## src/design/sps_pkg.sv

```systemverilog
// ----------------------------------------------------------------------------
// Square patrol sequencer package
// Shared constants: default widths, reset values, register indexes and
// corner codes.
// ----------------------------------------------------------------------------
package sps_pkg;

  localparam int COORD_BITS_DEF = 16;
  localparam int TICK_BITS_DEF  = 24;

  localparam int SIDE_LEN_RESET      = 512;
  localparam int ARRIVE_RADIUS_RESET = 51;

  localparam int CFG_INDEX_BITS = 3;

  localparam logic [CFG_INDEX_BITS-1:0] REG_CENTER_X    = 3'd0;
  localparam logic [CFG_INDEX_BITS-1:0] REG_CENTER_Y    = 3'd1;
  localparam logic [CFG_INDEX_BITS-1:0] REG_SIDE_LEN    = 3'd2;
  localparam logic [CFG_INDEX_BITS-1:0] REG_ARRIVE_RAD  = 3'd3;
  localparam logic [CFG_INDEX_BITS-1:0] REG_FINAL_X     = 3'd4;
  localparam logic [CFG_INDEX_BITS-1:0] REG_FINAL_Y     = 3'd5;
  localparam logic [CFG_INDEX_BITS-1:0] REG_EMERGENCY_X = 3'd6;
  localparam logic [CFG_INDEX_BITS-1:0] REG_EMERGENCY_Y = 3'd7;

  localparam logic [1:0] CORNER_UL = 2'd0;
  localparam logic [1:0] CORNER_UR = 2'd1;
  localparam logic [1:0] CORNER_LR = 2'd2;
  localparam logic [1:0] CORNER_LL = 2'd3;

  // Request flags carried with a tick through the pipeline.
  typedef struct packed {
    logic emergency;
    logic stop;
  } sps_flags_t;

endpackage

```

## src/design/sps_tick_if.sv

```systemverilog
// ----------------------------------------------------------------------------
// Tick channel interface
// Valid/ready channel carrying one position tick.
// ----------------------------------------------------------------------------
interface sps_tick_if #(
  parameter int COORD_BITS = sps_pkg::COORD_BITS_DEF,
  parameter int TICK_BITS  = sps_pkg::TICK_BITS_DEF
);
  logic                         valid;
  logic                         ready;
  logic signed [COORD_BITS-1:0] pos_x;
  logic signed [COORD_BITS-1:0] pos_y;
  logic                         emergency_req;
  logic                         stop_req;
  logic [TICK_BITS-1:0]         mission_ticks;

  modport source (output valid, pos_x, pos_y, emergency_req, stop_req, mission_ticks,
                  input ready);
  modport sink   (input valid, pos_x, pos_y, emergency_req, stop_req, mission_ticks,
                  output ready);
endinterface

```

## src/design/sps_result_if.sv

```systemverilog
// ----------------------------------------------------------------------------
// Result channel interface
// Valid/ready channel carrying one waypoint result per tick.
// ----------------------------------------------------------------------------
interface sps_result_if #(
  parameter int COORD_BITS = sps_pkg::COORD_BITS_DEF,
  parameter int TICK_BITS  = sps_pkg::TICK_BITS_DEF
);
  logic                         valid;
  logic                         ready;
  logic                         publish;
  logic signed [COORD_BITS-1:0] target_x;
  logic signed [COORD_BITS-1:0] target_y;
  logic [TICK_BITS-1:0]         ticks_left;
  logic [2*COORD_BITS:0]        dist_sq;
  logic                         in_mission;
  logic [1:0]                   corner;

  modport source (output valid, publish, target_x, target_y, ticks_left, dist_sq,
                  in_mission, corner, input ready);
  modport sink   (input valid, publish, target_x, target_y, ticks_left, dist_sq,
                  in_mission, corner, output ready);
endinterface

```

## src/design/square_patrol_waypoint_sequencer.sv

```systemverilog
// ----------------------------------------------------------------------------
// Square patrol waypoint sequencer
// Timed patrol around a configured square with emergency and stop overrides.
//
//   Channel  Dir  Handshake        Contents
//   tick     in   valid/ready      position, request flags, mission length
//   result   out  valid/ready      publish flag, target, ticks, distance, corner
//   cfg      in   write enable     register index and data, no read-back
//
// One tick is taken per cycle while tick ready is high; a result passes
// the input, distance and result registers in turn before it leaves.
// Reset is synchronous and clears the pipeline and the mission state.
// A stalled result holds the pipeline; ticks are still taken until the
// input and distance registers are both full.
// ----------------------------------------------------------------------------
module square_patrol_waypoint_sequencer #(
  parameter int COORD_BITS = sps_pkg::COORD_BITS_DEF,
  parameter int TICK_BITS  = sps_pkg::TICK_BITS_DEF
) (
  input  logic                               clk,
  input  logic                               rst,
  input  logic                               cfg_wr_en,
  input  logic [sps_pkg::CFG_INDEX_BITS-1:0] cfg_index,
  input  logic [COORD_BITS-1:0]              cfg_wdata,
  sps_tick_if.sink                           tick,
  sps_result_if.source                       result
);

  logic signed [COORD_BITS-1:0] x_left, x_right, y_upper, y_lower;
  logic signed [COORD_BITS-1:0] final_x, final_y, emergency_x, emergency_y;
  logic [2*COORD_BITS-3:0]      radius_sq;

  logic                         drain;
  logic                         s1_valid;
  logic signed [COORD_BITS-1:0] s1_pos_x, s1_pos_y;
  sps_pkg::sps_flags_t          s1_flags;
  logic [TICK_BITS-1:0]         s1_ticks;
  logic [2*COORD_BITS:0]        s1_dist [4];

  sps_cfg_regs #(
    .COORD_BITS (COORD_BITS)
  ) u_cfg (
    .clk         (clk),
    .rst         (rst),
    .cfg_wr_en   (cfg_wr_en),
    .cfg_index   (cfg_index),
    .cfg_wdata   (cfg_wdata),
    .x_left      (x_left),
    .x_right     (x_right),
    .y_upper     (y_upper),
    .y_lower     (y_lower),
    .final_x     (final_x),
    .final_y     (final_y),
    .emergency_x (emergency_x),
    .emergency_y (emergency_y),
    .radius_sq   (radius_sq)
  );

  sps_dist_stage #(
    .COORD_BITS (COORD_BITS),
    .TICK_BITS  (TICK_BITS)
  ) u_dist (
    .clk      (clk),
    .rst      (rst),
    .tick     (tick),
    .x_left   (x_left),
    .x_right  (x_right),
    .y_upper  (y_upper),
    .y_lower  (y_lower),
    .drain    (drain),
    .s1_valid (s1_valid),
    .s1_pos_x (s1_pos_x),
    .s1_pos_y (s1_pos_y),
    .s1_flags (s1_flags),
    .s1_ticks (s1_ticks),
    .s1_dist  (s1_dist)
  );

  sps_seq_core #(
    .COORD_BITS (COORD_BITS),
    .TICK_BITS  (TICK_BITS)
  ) u_core (
    .clk         (clk),
    .rst         (rst),
    .s1_valid    (s1_valid),
    .s1_pos_x    (s1_pos_x),
    .s1_pos_y    (s1_pos_y),
    .s1_flags    (s1_flags),
    .s1_ticks    (s1_ticks),
    .s1_dist     (s1_dist),
    .x_left      (x_left),
    .x_right     (x_right),
    .y_upper     (y_upper),
    .y_lower     (y_lower),
    .final_x     (final_x),
    .final_y     (final_y),
    .emergency_x (emergency_x),
    .emergency_y (emergency_y),
    .radius_sq   (radius_sq),
    .drain       (drain),
    .result      (result)
  );

endmodule

```

## src/design/sps_cfg_regs.sv

```systemverilog
// ----------------------------------------------------------------------------
// Configuration registers
// Holds the writable registers, derives the saturated square edges and
// registers the squared arrive radius.
// ----------------------------------------------------------------------------
module sps_cfg_regs #(
  parameter int COORD_BITS = sps_pkg::COORD_BITS_DEF
) (
  input  logic                                clk,
  input  logic                                rst,
  input  logic                                cfg_wr_en,
  input  logic [sps_pkg::CFG_INDEX_BITS-1:0]  cfg_index,
  input  logic [COORD_BITS-1:0]               cfg_wdata,
  output logic signed [COORD_BITS-1:0]        x_left,
  output logic signed [COORD_BITS-1:0]        x_right,
  output logic signed [COORD_BITS-1:0]        y_upper,
  output logic signed [COORD_BITS-1:0]        y_lower,
  output logic signed [COORD_BITS-1:0]        final_x,
  output logic signed [COORD_BITS-1:0]        final_y,
  output logic signed [COORD_BITS-1:0]        emergency_x,
  output logic signed [COORD_BITS-1:0]        emergency_y,
  output logic [2*COORD_BITS-3:0]             radius_sq
);

  localparam int CB = COORD_BITS;

  logic signed [CB-1:0] center_x;
  logic signed [CB-1:0] center_y;
  logic [CB-2:0]        side_len;
  logic [CB-2:0]        arrive_radius;

  logic signed [CB:0]   half_w;
  logic signed [CB:0]   x_lo_w, x_hi_w, y_lo_w, y_hi_w;

  always_ff @(posedge clk) begin
    if (rst) begin
      center_x      <= '0;
      center_y      <= '0;
      side_len      <= (CB-1)'(sps_pkg::SIDE_LEN_RESET);
      arrive_radius <= (CB-1)'(sps_pkg::ARRIVE_RADIUS_RESET);
      final_x       <= '0;
      final_y       <= '0;
      emergency_x   <= '0;
      emergency_y   <= '0;
    end else if (cfg_wr_en) begin
      unique case (cfg_index)
        sps_pkg::REG_CENTER_X:    center_x      <= cfg_wdata;
        sps_pkg::REG_CENTER_Y:    center_y      <= cfg_wdata;
        sps_pkg::REG_SIDE_LEN:    side_len      <= cfg_wdata[CB-2:0];
        sps_pkg::REG_ARRIVE_RAD:  arrive_radius <= cfg_wdata[CB-2:0];
        sps_pkg::REG_FINAL_X:     final_x       <= cfg_wdata;
        sps_pkg::REG_FINAL_Y:     final_y       <= cfg_wdata;
        sps_pkg::REG_EMERGENCY_X: emergency_x   <= cfg_wdata;
        sps_pkg::REG_EMERGENCY_Y: emergency_y   <= cfg_wdata;
        default: ;
      endcase
    end
  end

  // The user must change the radius only while idle, which the block does not enforce; its square is registered.
  always_ff @(posedge clk) begin
    radius_sq <= {{(CB-1){1'b0}}, arrive_radius} * {{(CB-1){1'b0}}, arrive_radius};
  end

  function automatic logic signed [CB-1:0] sat_coord(input logic signed [CB:0] v);
    logic signed [CB-1:0] r;
    if (v[CB] != v[CB-1]) begin
      r = v[CB] ? {1'b1, {(CB-1){1'b0}}} : {1'b0, {(CB-1){1'b1}}};
    end else begin
      r = v[CB-1:0];
    end
    return r;
  endfunction

  assign half_w = {3'b000, side_len[CB-2:1]};
  assign x_lo_w = {center_x[CB-1], center_x} - half_w;
  assign x_hi_w = {center_x[CB-1], center_x} + half_w;
  assign y_lo_w = {center_y[CB-1], center_y} - half_w;
  assign y_hi_w = {center_y[CB-1], center_y} + half_w;

  assign x_left  = sat_coord(x_lo_w);
  assign x_right = sat_coord(x_hi_w);
  assign y_upper = sat_coord(y_hi_w);
  assign y_lower = sat_coord(y_lo_w);

endmodule

```

## src/design/sps_dist_stage.sv

```systemverilog
// ----------------------------------------------------------------------------
// Distance stage
// Registers the incoming tick, then squares the offsets to the square's
// edges and registers the four corner distances with the tick.
// ----------------------------------------------------------------------------
module sps_dist_stage #(
  parameter int COORD_BITS = sps_pkg::COORD_BITS_DEF,
  parameter int TICK_BITS  = sps_pkg::TICK_BITS_DEF
) (
  input  logic                          clk,
  input  logic                          rst,
  sps_tick_if.sink                      tick,
  input  logic signed [COORD_BITS-1:0]  x_left,
  input  logic signed [COORD_BITS-1:0]  x_right,
  input  logic signed [COORD_BITS-1:0]  y_upper,
  input  logic signed [COORD_BITS-1:0]  y_lower,
  input  logic                          drain,
  output logic                          s1_valid,
  output logic signed [COORD_BITS-1:0]  s1_pos_x,
  output logic signed [COORD_BITS-1:0]  s1_pos_y,
  output sps_pkg::sps_flags_t           s1_flags,
  output logic [TICK_BITS-1:0]          s1_ticks,
  output logic [2*COORD_BITS:0]         s1_dist [4]
);

  localparam int CB = COORD_BITS;
  localparam int DW = 2 * CB + 1;

  logic                 s0_valid;
  logic signed [CB-1:0] s0_pos_x, s0_pos_y;
  sps_pkg::sps_flags_t  s0_flags;
  logic [TICK_BITS-1:0] s0_ticks;
  logic                 s1_load;

  logic [CB-1:0]        mag [4];
  logic [2*CB-1:0]      sq  [4];
  logic [DW-1:0]        sum [4];
  logic [DW-1:0]        dist_next [4];

  assign s1_load    = s0_valid && (!s1_valid || drain);
  assign tick.ready = !s0_valid || s1_load;

  always_ff @(posedge clk) begin
    if (rst) begin
      s0_valid <= 1'b0;
    end else if (tick.ready) begin
      s0_valid <= tick.valid;
    end
  end

  always_ff @(posedge clk) begin
    if (tick.valid && tick.ready) begin
      s0_pos_x       <= tick.pos_x;
      s0_pos_y       <= tick.pos_y;
      s0_flags.emergency <= tick.emergency_req;
      s0_flags.stop  <= tick.stop_req;
      s0_ticks       <= tick.mission_ticks;
    end
  end

  function automatic logic [CB-1:0] abs_diff(input logic signed [CB-1:0] a,
                                             input logic signed [CB-1:0] b);
    logic signed [CB:0] d;
    logic [CB:0]        n;
    d = {a[CB-1], a} - {b[CB-1], b};
    n = -d;
    return d[CB] ? n[CB-1:0] : d[CB-1:0];
  endfunction

  // Offsets: left x, right x, upper y, lower y.
  assign mag[0] = abs_diff(x_left,  s0_pos_x);
  assign mag[1] = abs_diff(x_right, s0_pos_x);
  assign mag[2] = abs_diff(y_upper, s0_pos_y);
  assign mag[3] = abs_diff(y_lower, s0_pos_y);

  for (genvar i = 0; i < 4; i++) begin : g_sq
    assign sq[i] = {{CB{1'b0}}, mag[i]} * {{CB{1'b0}}, mag[i]};
  end

  assign sum[sps_pkg::CORNER_UL] = {1'b0, sq[0]} + {1'b0, sq[2]};
  assign sum[sps_pkg::CORNER_UR] = {1'b0, sq[1]} + {1'b0, sq[2]};
  assign sum[sps_pkg::CORNER_LR] = {1'b0, sq[1]} + {1'b0, sq[3]};
  assign sum[sps_pkg::CORNER_LL] = {1'b0, sq[0]} + {1'b0, sq[3]};

  // Distances are capped at the largest 64-bit value on wide coordinates.
  for (genvar i = 0; i < 4; i++) begin : g_sat
    if (DW > 64) begin : g_cap
      assign dist_next[i] = (sum[i][DW-1:64] != '0)
                            ? {{(DW-64){1'b0}}, {64{1'b1}}} : sum[i];
    end else begin : g_nocap
      assign dist_next[i] = sum[i];
    end
  end

  always_ff @(posedge clk) begin
    if (rst) begin
      s1_valid <= 1'b0;
    end else if (!s1_valid || drain) begin
      s1_valid <= s0_valid;
    end
  end

  always_ff @(posedge clk) begin
    if (s1_load) begin
      s1_pos_x <= s0_pos_x;
      s1_pos_y <= s0_pos_y;
      s1_flags <= s0_flags;
      s1_ticks <= s0_ticks;
      for (int i = 0; i < 4; i++) begin
        s1_dist[i] <= dist_next[i];
      end
    end
  end

endmodule

```

## src/design/sps_seq_core.sv

```systemverilog
// ----------------------------------------------------------------------------
// Sequencer core
// Holds the mission state and applies one tick per transfer into the result
// register. The state registers double as the result payload.
// ----------------------------------------------------------------------------
module sps_seq_core #(
  parameter int COORD_BITS = sps_pkg::COORD_BITS_DEF,
  parameter int TICK_BITS  = sps_pkg::TICK_BITS_DEF
) (
  input  logic                          clk,
  input  logic                          rst,
  input  logic                          s1_valid,
  input  logic signed [COORD_BITS-1:0]  s1_pos_x,
  input  logic signed [COORD_BITS-1:0]  s1_pos_y,
  input  sps_pkg::sps_flags_t           s1_flags,
  input  logic [TICK_BITS-1:0]          s1_ticks,
  input  logic [2*COORD_BITS:0]         s1_dist [4],
  input  logic signed [COORD_BITS-1:0]  x_left,
  input  logic signed [COORD_BITS-1:0]  x_right,
  input  logic signed [COORD_BITS-1:0]  y_upper,
  input  logic signed [COORD_BITS-1:0]  y_lower,
  input  logic signed [COORD_BITS-1:0]  final_x,
  input  logic signed [COORD_BITS-1:0]  final_y,
  input  logic signed [COORD_BITS-1:0]  emergency_x,
  input  logic signed [COORD_BITS-1:0]  emergency_y,
  input  logic [2*COORD_BITS-3:0]       radius_sq,
  output logic                          drain,
  sps_result_if.source                  result
);

  localparam int CB = COORD_BITS;
  localparam int DW = 2 * CB + 1;

  logic                 out_valid;
  logic                 publish;
  logic                 active;
  logic                 stop_armed;
  logic [1:0]           cur_corner;
  logic [1:0]           last_corner;
  logic                 last_valid;
  logic [TICK_BITS-1:0] remaining;
  logic signed [CB-1:0] held_x, held_y;
  logic [DW-1:0]        last_dist;

  logic                 publish_next;
  logic                 active_next;
  logic                 stop_armed_next;
  logic [1:0]           cur_corner_next;
  logic [1:0]           last_corner_next;
  logic                 last_valid_next;
  logic [TICK_BITS-1:0] remaining_next;
  logic signed [CB-1:0] held_x_next, held_y_next;
  logic [DW-1:0]        last_dist_next;

  logic [1:0]           near_lo, near_hi, nearest;
  logic [DW-1:0]        cur_dist;
  logic [1:0]           step_corner;

  assign drain = s1_valid && (!out_valid || result.ready);

  // Nearest corner: pairwise then final compare; ties keep the lower index.
  assign near_lo = (s1_dist[sps_pkg::CORNER_UR] < s1_dist[sps_pkg::CORNER_UL])
                   ? sps_pkg::CORNER_UR : sps_pkg::CORNER_UL;
  assign near_hi = (s1_dist[sps_pkg::CORNER_LL] < s1_dist[sps_pkg::CORNER_LR])
                   ? sps_pkg::CORNER_LL : sps_pkg::CORNER_LR;
  assign nearest = (s1_dist[near_hi] < s1_dist[near_lo]) ? near_hi : near_lo;

  assign cur_dist    = s1_dist[cur_corner];
  assign step_corner = (cur_dist < {{(DW-(2*CB-2)){1'b0}}, radius_sq})
                       ? cur_corner + 2'd1 : cur_corner;

  always_comb begin
    publish_next     = 1'b0;
    active_next      = active;
    stop_armed_next  = stop_armed;
    cur_corner_next  = cur_corner;
    last_corner_next = last_corner;
    last_valid_next  = last_valid;
    remaining_next   = remaining;
    held_x_next      = held_x;
    held_y_next      = held_y;
    last_dist_next   = last_dist;
    if (s1_flags.emergency || s1_flags.stop) begin
      // A held request publishes only on the tick that raises it.
      if (stop_armed) begin
        held_x_next     = s1_flags.emergency ? emergency_x : s1_pos_x;
        held_y_next     = s1_flags.emergency ? emergency_y : s1_pos_y;
        publish_next    = 1'b1;
        remaining_next  = '0;
        active_next     = 1'b0;
        stop_armed_next = 1'b0;
      end
    end else begin
      stop_armed_next = 1'b1;
      priority if (!active) begin
        if (s1_ticks != '0) begin
          cur_corner_next = nearest;
          remaining_next  = s1_ticks;
          active_next     = 1'b1;
        end
      end else if (remaining != '0) begin
        remaining_next  = remaining - TICK_BITS'(1);
        last_dist_next  = cur_dist;
        cur_corner_next = step_corner;
        if (!last_valid || step_corner != last_corner) begin
          held_x_next      = (step_corner == sps_pkg::CORNER_UR ||
                              step_corner == sps_pkg::CORNER_LR) ? x_right : x_left;
          held_y_next      = (step_corner == sps_pkg::CORNER_UL ||
                              step_corner == sps_pkg::CORNER_UR) ? y_upper : y_lower;
          publish_next     = 1'b1;
          last_corner_next = step_corner;
          last_valid_next  = 1'b1;
        end
      end else begin
        held_x_next  = final_x;
        held_y_next  = final_y;
        publish_next = 1'b1;
        active_next  = 1'b0;
      end
    end
  end

  always_ff @(posedge clk) begin
    if (rst) begin
      out_valid   <= 1'b0;
      publish     <= 1'b0;
      active      <= 1'b0;
      stop_armed  <= 1'b1;
      cur_corner  <= sps_pkg::CORNER_UL;
      last_corner <= sps_pkg::CORNER_UL;
      last_valid  <= 1'b0;
      remaining   <= '0;
      held_x      <= '0;
      held_y      <= '0;
      last_dist   <= '0;
    end else begin
      if (!out_valid || result.ready) begin
        out_valid <= s1_valid;
      end
      if (drain) begin
        publish     <= publish_next;
        active      <= active_next;
        stop_armed  <= stop_armed_next;
        cur_corner  <= cur_corner_next;
        last_corner <= last_corner_next;
        last_valid  <= last_valid_next;
        remaining   <= remaining_next;
        held_x      <= held_x_next;
        held_y      <= held_y_next;
        last_dist   <= last_dist_next;
      end
    end
  end

  assign result.valid      = out_valid;
  assign result.publish    = publish;
  assign result.target_x   = held_x;
  assign result.target_y   = held_y;
  assign result.ticks_left = remaining;
  assign result.dist_sq    = last_dist;
  assign result.in_mission = active;
  assign result.corner     = cur_corner;

endmodule

```

## src/flat_wrapper.sv

```systemverilog
// flat-port wrapper written by rule: the top's interface ports become plain ports
module square_patrol_waypoint_sequencer_flat 
#(
  parameter int COORD_BITS = sps_pkg::COORD_BITS_DEF,
  parameter int TICK_BITS  = sps_pkg::TICK_BITS_DEF
)
  (clk, rst, cfg_wr_en, cfg_index, cfg_wdata, tick_valid, tick_pos_x, tick_pos_y, tick_emergency_req, tick_stop_req, tick_mission_ticks, tick_ready, result_valid, result_publish, result_target_x, result_target_y, result_ticks_left, result_dist_sq, result_in_mission, result_corner, result_ready);
  sps_tick_if #(.COORD_BITS(COORD_BITS), .TICK_BITS(TICK_BITS)) tick_i ();
  sps_result_if #(.COORD_BITS(COORD_BITS), .TICK_BITS(TICK_BITS)) result_i ();
  input  logic clk;
  input  logic rst;
  input  logic cfg_wr_en;
  input  logic [sps_pkg::CFG_INDEX_BITS-1:0] cfg_index;
  input  logic [COORD_BITS-1:0] cfg_wdata;
  input wire logic [$bits(tick_i.valid)-1:0] tick_valid;
  input wire logic [$bits(tick_i.pos_x)-1:0] tick_pos_x;
  input wire logic [$bits(tick_i.pos_y)-1:0] tick_pos_y;
  input wire logic [$bits(tick_i.emergency_req)-1:0] tick_emergency_req;
  input wire logic [$bits(tick_i.stop_req)-1:0] tick_stop_req;
  input wire logic [$bits(tick_i.mission_ticks)-1:0] tick_mission_ticks;
  output wire logic [$bits(tick_i.ready)-1:0] tick_ready;
  output wire logic [$bits(result_i.valid)-1:0] result_valid;
  output wire logic [$bits(result_i.publish)-1:0] result_publish;
  output wire logic [$bits(result_i.target_x)-1:0] result_target_x;
  output wire logic [$bits(result_i.target_y)-1:0] result_target_y;
  output wire logic [$bits(result_i.ticks_left)-1:0] result_ticks_left;
  output wire logic [$bits(result_i.dist_sq)-1:0] result_dist_sq;
  output wire logic [$bits(result_i.in_mission)-1:0] result_in_mission;
  output wire logic [$bits(result_i.corner)-1:0] result_corner;
  input wire logic [$bits(result_i.ready)-1:0] result_ready;
  assign tick_i.valid = tick_valid;
  assign tick_i.pos_x = tick_pos_x;
  assign tick_i.pos_y = tick_pos_y;
  assign tick_i.emergency_req = tick_emergency_req;
  assign tick_i.stop_req = tick_stop_req;
  assign tick_i.mission_ticks = tick_mission_ticks;
  assign tick_ready = tick_i.ready;
  assign result_valid = result_i.valid;
  assign result_publish = result_i.publish;
  assign result_target_x = result_i.target_x;
  assign result_target_y = result_i.target_y;
  assign result_ticks_left = result_i.ticks_left;
  assign result_dist_sq = result_i.dist_sq;
  assign result_in_mission = result_i.in_mission;
  assign result_corner = result_i.corner;
  assign result_i.ready = result_ready;
  square_patrol_waypoint_sequencer #(.COORD_BITS(COORD_BITS), .TICK_BITS(TICK_BITS)) u_core (.clk(clk), .rst(rst), .cfg_wr_en(cfg_wr_en), .cfg_index(cfg_index), .cfg_wdata(cfg_wdata), .tick(tick_i), .result(result_i));
endmodule
```

## config.mk

```make
export PLATFORM = sky130hd
export DESIGN_NAME = square_patrol_waypoint_sequencer_flat
export DESIGN_NICKNAME = d
export VERILOG_FILES = /design/src/design/sps_pkg.sv /design/src/design/sps_tick_if.sv /design/src/design/sps_result_if.sv /design/src/design/square_patrol_waypoint_sequencer.sv /design/src/design/sps_cfg_regs.sv /design/src/design/sps_dist_stage.sv /design/src/design/sps_seq_core.sv /design/src/flat_wrapper.sv
export SDC_FILE = /design/constraint.sdc
export NUM_CORES = 2
export LEC_CHECK = 0
export ABC_CLOCK_PERIOD_IN_PS = 26400
export BUFFER_PORTS_ARGS = -buffer_cell sky130_fd_sc_hd__buf_2
export CORE_MARGIN = 3
export CORE_UTILIZATION = 61
export CTS_CLUSTER_DIAMETER = 80
export CTS_CLUSTER_SIZE = 40
export DETAILED_ROUTE_END_ITERATION = 8
export PLACE_DENSITY = 0.78
export SLEW_MARGIN = 30
export SYNTH_ARGS = -nofsm -noshare
export SYNTH_HDL_FRONTEND = slang
export SYNTH_SLANG_ARGS = --single-unit
```

## constraint.sdc

```tcl
create_clock -name clk -period 26.4 [get_ports clk]
set_clock_uncertainty 0.2 [all_clocks]
set_input_delay 5.28 -clock clk [delete_from_list [all_inputs] [get_ports clk]]
set_output_delay 5.28 -clock clk [all_outputs]
set_load 0.02 [all_outputs]
```

Yosys cells after proc, flatten, opt, wreduce, memory -nomap -nowiden

Index checks and enable logic that the tools add are counted.
Widths: inputs -> output; s select.

Bits in registers: 504
Bits in latches: 0
Memory bits (writable): 0
ROM bits: 0
Input bits: 82
Output and inout port bits: 95
Logic and storage cells: 181
Memories kept: 0

$add $sub $neg: 18
$mul: 5
Div/mod/pow operators: 0
Order comparisons: 7
Eq/ne operators: 18
Shift-type cells: 0
Multiplexer cells: 58
Bitwise operators: 4
Reductions and logical operators: 35

Operators by type and width:

| operator              | number |
|---|---|
| $mux 16               | 26 |
| $bmux 33 s2           | 3 |
| $mux 33               | 6 |
| $add 32x32->33        | 4 |
| $mul 16x16->32        | 4 |
| $mux 24               | 5 |
| $lt 33x33->1          | 3 |
| $sub 16x16->17        | 4 |
| $neg 16->16           | 4 |
| $reduce_bool 24->1    | 2 |
| $add 16x15->17        | 2 |
| $sub 16x15->17        | 2 |
| $lt 33x30->1          | 1 |
| $mul 15x15->30        | 1 |
| $sub 24x1->24 const B | 1 |
| $reduce_and 2->1      | 9 |
| $reduce_and 4->1      | 4 |
| $mux 1                | 13 |
| $eq 3x3->1 const B    | 4 |
| $mux 2                | 5 |
| $ge 3x3->1 const B    | 3 |
| $logic_or 1x1->1      | 7 |
| $eq 3x2->1 const B    | 2 |
| $not 2->3             | 2 |
| 19 further kinds      | 28 |

Longest topological paths before layout

Depth after elaboration: 13
Gate-level depth with buffers: 70
Gate-level depth less buffers: 66

Hierarchy

From an unflattened synthesis, not the netlist that was laid out.

Cell total of the unflattened synthesis: 8141
Area, all modules: 71338.4 um^2

By module, submodules not included:

| module         | instances | cells each | area each (um^2) | seq. area each (um^2) |
|---|---|---|---|---|
| sps_dist_stage | 1         | 5002       | 45991.6          | 7487.2 |
| sps_cfg_regs   | 1         | 1841       | 14890.5          | 3083.0 |
| sps_seq_core   | 1         | 1298       | 10456.3          | 1961.9 |

Worst setup path before layout

OpenSTA, ideal clock, no wires.

Path type: in2reg
Start: in result_ready
End: reg u_core.u_dist.s1_dist[0] in the netlist's numbering, enable pin
Setup time: 1.031 ns
Data arrival time: 19.058 ns
Required time: 25.169 ns
Slack: 6.111 ns
Stages: 2
Buffers on the path: 0
Path through: nor2b_1 a21boi_0

Cells in the longest elaborated chain, start to end: 4

RTL lines:

| item                          | RTL line              | text |
|---|---|---|
| start, declared               | flat_wrapper.sv:30    | `input wire logic [$bits(result_i.ready)-1:0] result_ready;` |
| $logic_or 1x1->1              | sps_seq_core.sv:59    | `assign drain = s1_valid && (!out_valid \|\| result.ready);` |
| $logic_and 1x1->1             | sps_seq_core.sv:59    |  |
| $logic_or 1x1->1              | sps_dist_stage.sv:40  | `assign s1_load = s0_valid && (!s1_valid \|\| drain);` |
| $logic_and 1x1->1             | sps_dist_stage.sv:40  |  |
| via u_core.u_dist.s1_load     | sps_dist_stage.sv:33  | `logic s1_load;` |
| end signal, assigned by index | sps_dist_stage.sv:110 | `s1_dist[i] <= dist_next[i];` |
| end, declared                 | sps_dist_stage.sv:23  | `output logic [2*COORD_BITS:0] s1_dist [4]` |

The timed path passes the listed nets, and every way through them passes these cells.
A chain may end at the register's enable or synchronous reset.

==> key figures <==
Worst setup path
  – Req. time, crit path: 26610 ps
  – Worst r2r src: u_core.u_cfg.side_len[2]
  – Data arrival, critical path: 17120 ps
  – Setup crit start: u_core.u_cfg.side_len[2]
  – Crit-path most repeated cell: a21oi_1
  – Worst Reg-to-Reg Cells: between 60 and 70
  – FF-to-FF setup slack: around 9500 ps
  – CP Capture Type: flip-flop
  – Worst setup endpoint: u_core.u_dist.s1_dist[95]
  – Reg-to-reg endpoint: u_core.u_dist.s1_dist[95]
  – Crit-path max cell delay: 760 ps
  – CP Class: flip-flop to flip-flop
  – CP Launch Type: flip-flop
  – CP max FO: 20
  – CP max-delay cell: xor2_1

CTS
  – # Post-CTS Setup Buffers: 0
  – Max H-tree Level: 1
  – Clock Path Buffers: 3
  – CTS Sinks: 502
  – CTS root buf: clkbuf_16
  – Hold Buf Count CTS: 0
  – Clock-pin slew on the worst setup and hold paths: 120 ps
  – CTS tree: done
  – Latest clock arrival within the worst-skew pair: roughly 670 ps
  – Post-CTS Resized: 0
  – TritonCTS Buffers: 28

Detailed routing
  – Post-route ant nets: 0
  – Vias after detailed routing: 56790
  – DRT iter0 DRCs: approximately 5200
  – DRC: 0
  – Post-DR vias/cell: 5.966
  – Wirelength, routed: 202.7 mm
  – DR WL/cell: 21.30 um
  – Initial DRT Pass Iterations: 7

Logic synthesis
  – Synth Area in Adders: 38.01%
  – Post-Synth XOR/XNOR Area: under 10%
  – Syn nets: 9661
  – Avg Synthesized Cell Area: between 8 and 9 um^2
  – Sequential share of the synthesized area: 17.99%
  – Synth warnings: 0
  – Seq cells post-synth: 502
  – Synthesized cell area: approximately 70000 um^2
  – Number of synthesized flops with an enable pin: 248
  – Post-synthesis simple-gate area fraction: 14.08%
  – Complex-gate fraction of the synthesized area: 13.25%
  – Synth async-reset ratio: 0%
  – Post-synth top flop: dfxtp_1
  – Synth cell types: 96
  – Largest family of logic cells by synthesized area: adder cells
  – Proportion of synthesized area in mux cells: 2.525%
  – Mapped Cells: between 7000 and 8000

Timing
  – Setup TNS Final: 0 ps
  – Worst slew pin tran: 1013 ps
  – RSZ-0062 raised after global routing: false
  – Final setup vio count: 0
  – Post-route minimum period: 16910 ps
  – Part of the cycle the worst path needs: between 60% and 70%
  – Max Fclk: 0.05913 GHz
  – Final Hold Vio Count: 0
  – Max transition margin: 31.77%
  – Slew Viols, Final: 0

Min path
  – Min-Delay Path Class: flip-flop to flip-flop

Floorplan
  – Die area: 118300 um^2
  – Core Box Area: ~110000 um^2
  – Site row count: 123
  – Die height: 344.0 um
  – Die width: approximately 340 um
  – Starting Density: between 60% and 70%
  – Io pins: roughly 180

Job
  – Max Cap Viol: 0

GRT
  – Total Routing Usage GR: between 30% and 40%
  – First-pass GRT wire length: 316.1 mm
  – GRT overflow: 0
  – Initial antenna violation count: 7
  – Vias in the first global route: 56710
  – Largest net degree at the start of global routing: 108

Placement
  – Detailed Place HPWL: around 170 mm
  – GPL Wtd Cong: 1.006
  – Placed Cells: 9460
  – Port bufs: 176

Status
  – Run status: finished, final reports clean

Final layout
  – Final nets: 9716
  – Area growth syn-to-layout: 5.359%
  – Ratio of cells with drive above 1 in the final layout: 5.990%
  – Non-Filler Instances: 9519
Yosys cell counts (all sizes together) (81+ instances only):
| cell | count | area [um^2] |
|---|---|---|
| o21ai | 215 | 1076 |
| and2 | 84 | 525.5 |
| edfxtp | 248 | 7447 |
| clkbuf | 199 | 763.2 |
| nor3 | 111 | 566.8 |
| a21o | 185 | 1389 |
| ha | 854 | 10690 |
| inv | 1395 | 5236 |
| dfxtp | 254 | 5085 |
| a211oi | 81 | 608.1 |
| a21oi | 538 | 2696 |
| xnor2 | 290 | 2547 |
| nand2b | 117 | 732.0 |
| fa | 789 | 15800 |
| nor2 | 694 | 2625 |
| nand2 | 759 | 2849 |
| xor2 | 125 | 1095 |
state kept, by name (all words and copies together) (netlist names), 24 cells and up:
register                         cells
u_core.u_dist.s1_ticks              24
u_core.u_core.result.ticks_left     24
u_core.u_dist.s0_ticks              24
u_core.u_dist.s1_dist              132
u_core.u_core.result.dist_sq        33
u_core.u_cfg.radius_sq              29
how the worst min path moves through the flow:
stage | from | end | slack (ps) | depth (start not counted)
2_1_floorplan | u_core.u_cfg.arrive_radius[0] | u_core.u_cfg.radius_sq[0] | 190 | 0
3_3_place_gp | u_core.u_dist.s0_ticks[2] | u_core.u_dist.s1_ticks[2] | 200 | 0
3_5_place_dp | u_core.u_dist.s0_ticks[19] | u_core.u_dist.s1_ticks[19] | 200 | 0
4_1_cts | u_core.u_dist.s0_ticks[19] | u_core.u_dist.s1_ticks[19] | 230 | 0
5_1_grt | u_core.u_dist.s0_ticks[12] | u_core.u_dist.s1_ticks[12] | 230 | 0
6_report | u_core.u_dist.s0_ticks[9] | u_core.u_dist.s1_ticks[9] | 220 | 0
logic make-up (layout without fill, tap and decap cells):
logic type | Yosys count | in the layout
AND/OR/NAND/NOR | 2159 | 2159
multiplexers | 128 | 128
other | 0 | 6
adder cells (fa/ha/maj) | 1643 | 1643
XOR/XNOR | 415 | 415
buffers and inverters | 1642 | 1719
flip-flops | 502 | 502
AO/OA/AOI/OAI | 1447 | 1447
layout by cell type, fill, tap and decap left out, types with 32 or more instances in the layout:
master	n
nor2b_1	64
o21bai_1	40
buf_2	175
nand3b_1	38
mux4_2	33
a21oi_1	537
nand2_1	759
and2_1	84
a21o_1	185
nand4_1	41
nor3_1	109
a31oi_1	51
buf_4	77
or3_1	39
edfxtp_1	248
o21a_1	60
xnor2_1	287
o211ai_1	34
and3_1	33
a211oi_1	81
xor2_1	124
mux2i_1	43
nand2b_1	117
fa_1	789
mux2_2	52
ha_1	854
inv_1	1393
nor2_1	685
or2_2	32
nand3_1	79
o21ai_0	213
dfxtp_1	251
per-layer routing:
layer	up-vias	wire (um)	global-route usage [%]
met3	404	20320	7.331
met5	-	12	0
li1	26210	-	-
met1	27670	82040	45.96
met2	2501	90860	54.33
met4	2	9492	13.87
per-stage QoR:
stage	area (um^2)	hold WS, ps	utilization [%]	setup slack, ps
6_report	73410	220.3	64.99	9489
3_5_place_dp	72210	204.5	63.93	9753
4_1_cts	73360	227.1	64.95	9703
3_3_place_gp	72180	202.1	63.90	10470
5_1_grt	73400	231.9	64.97	8415
2_1_floorplan	69670	189.2	-	6111
worst max-delay path: cells and delay by family (launching register included):
kind | cells | cell delay, ps
AO/OA/AOI/OAI | 29 | 6390
adder cells (fa/ha/maj) | 12 | 5420
AND/OR/NAND/NOR | 8 | 1460
XOR/XNOR | 4 | 1360
buffers and inverters | 9 | 1310
flip-flops | 1 | 500
area by class of cell:
cell class              instances  area, um^2
diodes                          6       15.01
clock buffers                  30       708.2
clock inverters                22       444.2
fillers                      9420       39550
inverters                    1411        5296
multi-input cells            5792       51030
flip-flops and latches        502       12540
well taps                    1500        1877
repair buffers                256        1503
Power is not shown: default switching activity piles up to over one toggle a cycle in this logic, so the estimate is an artifact.
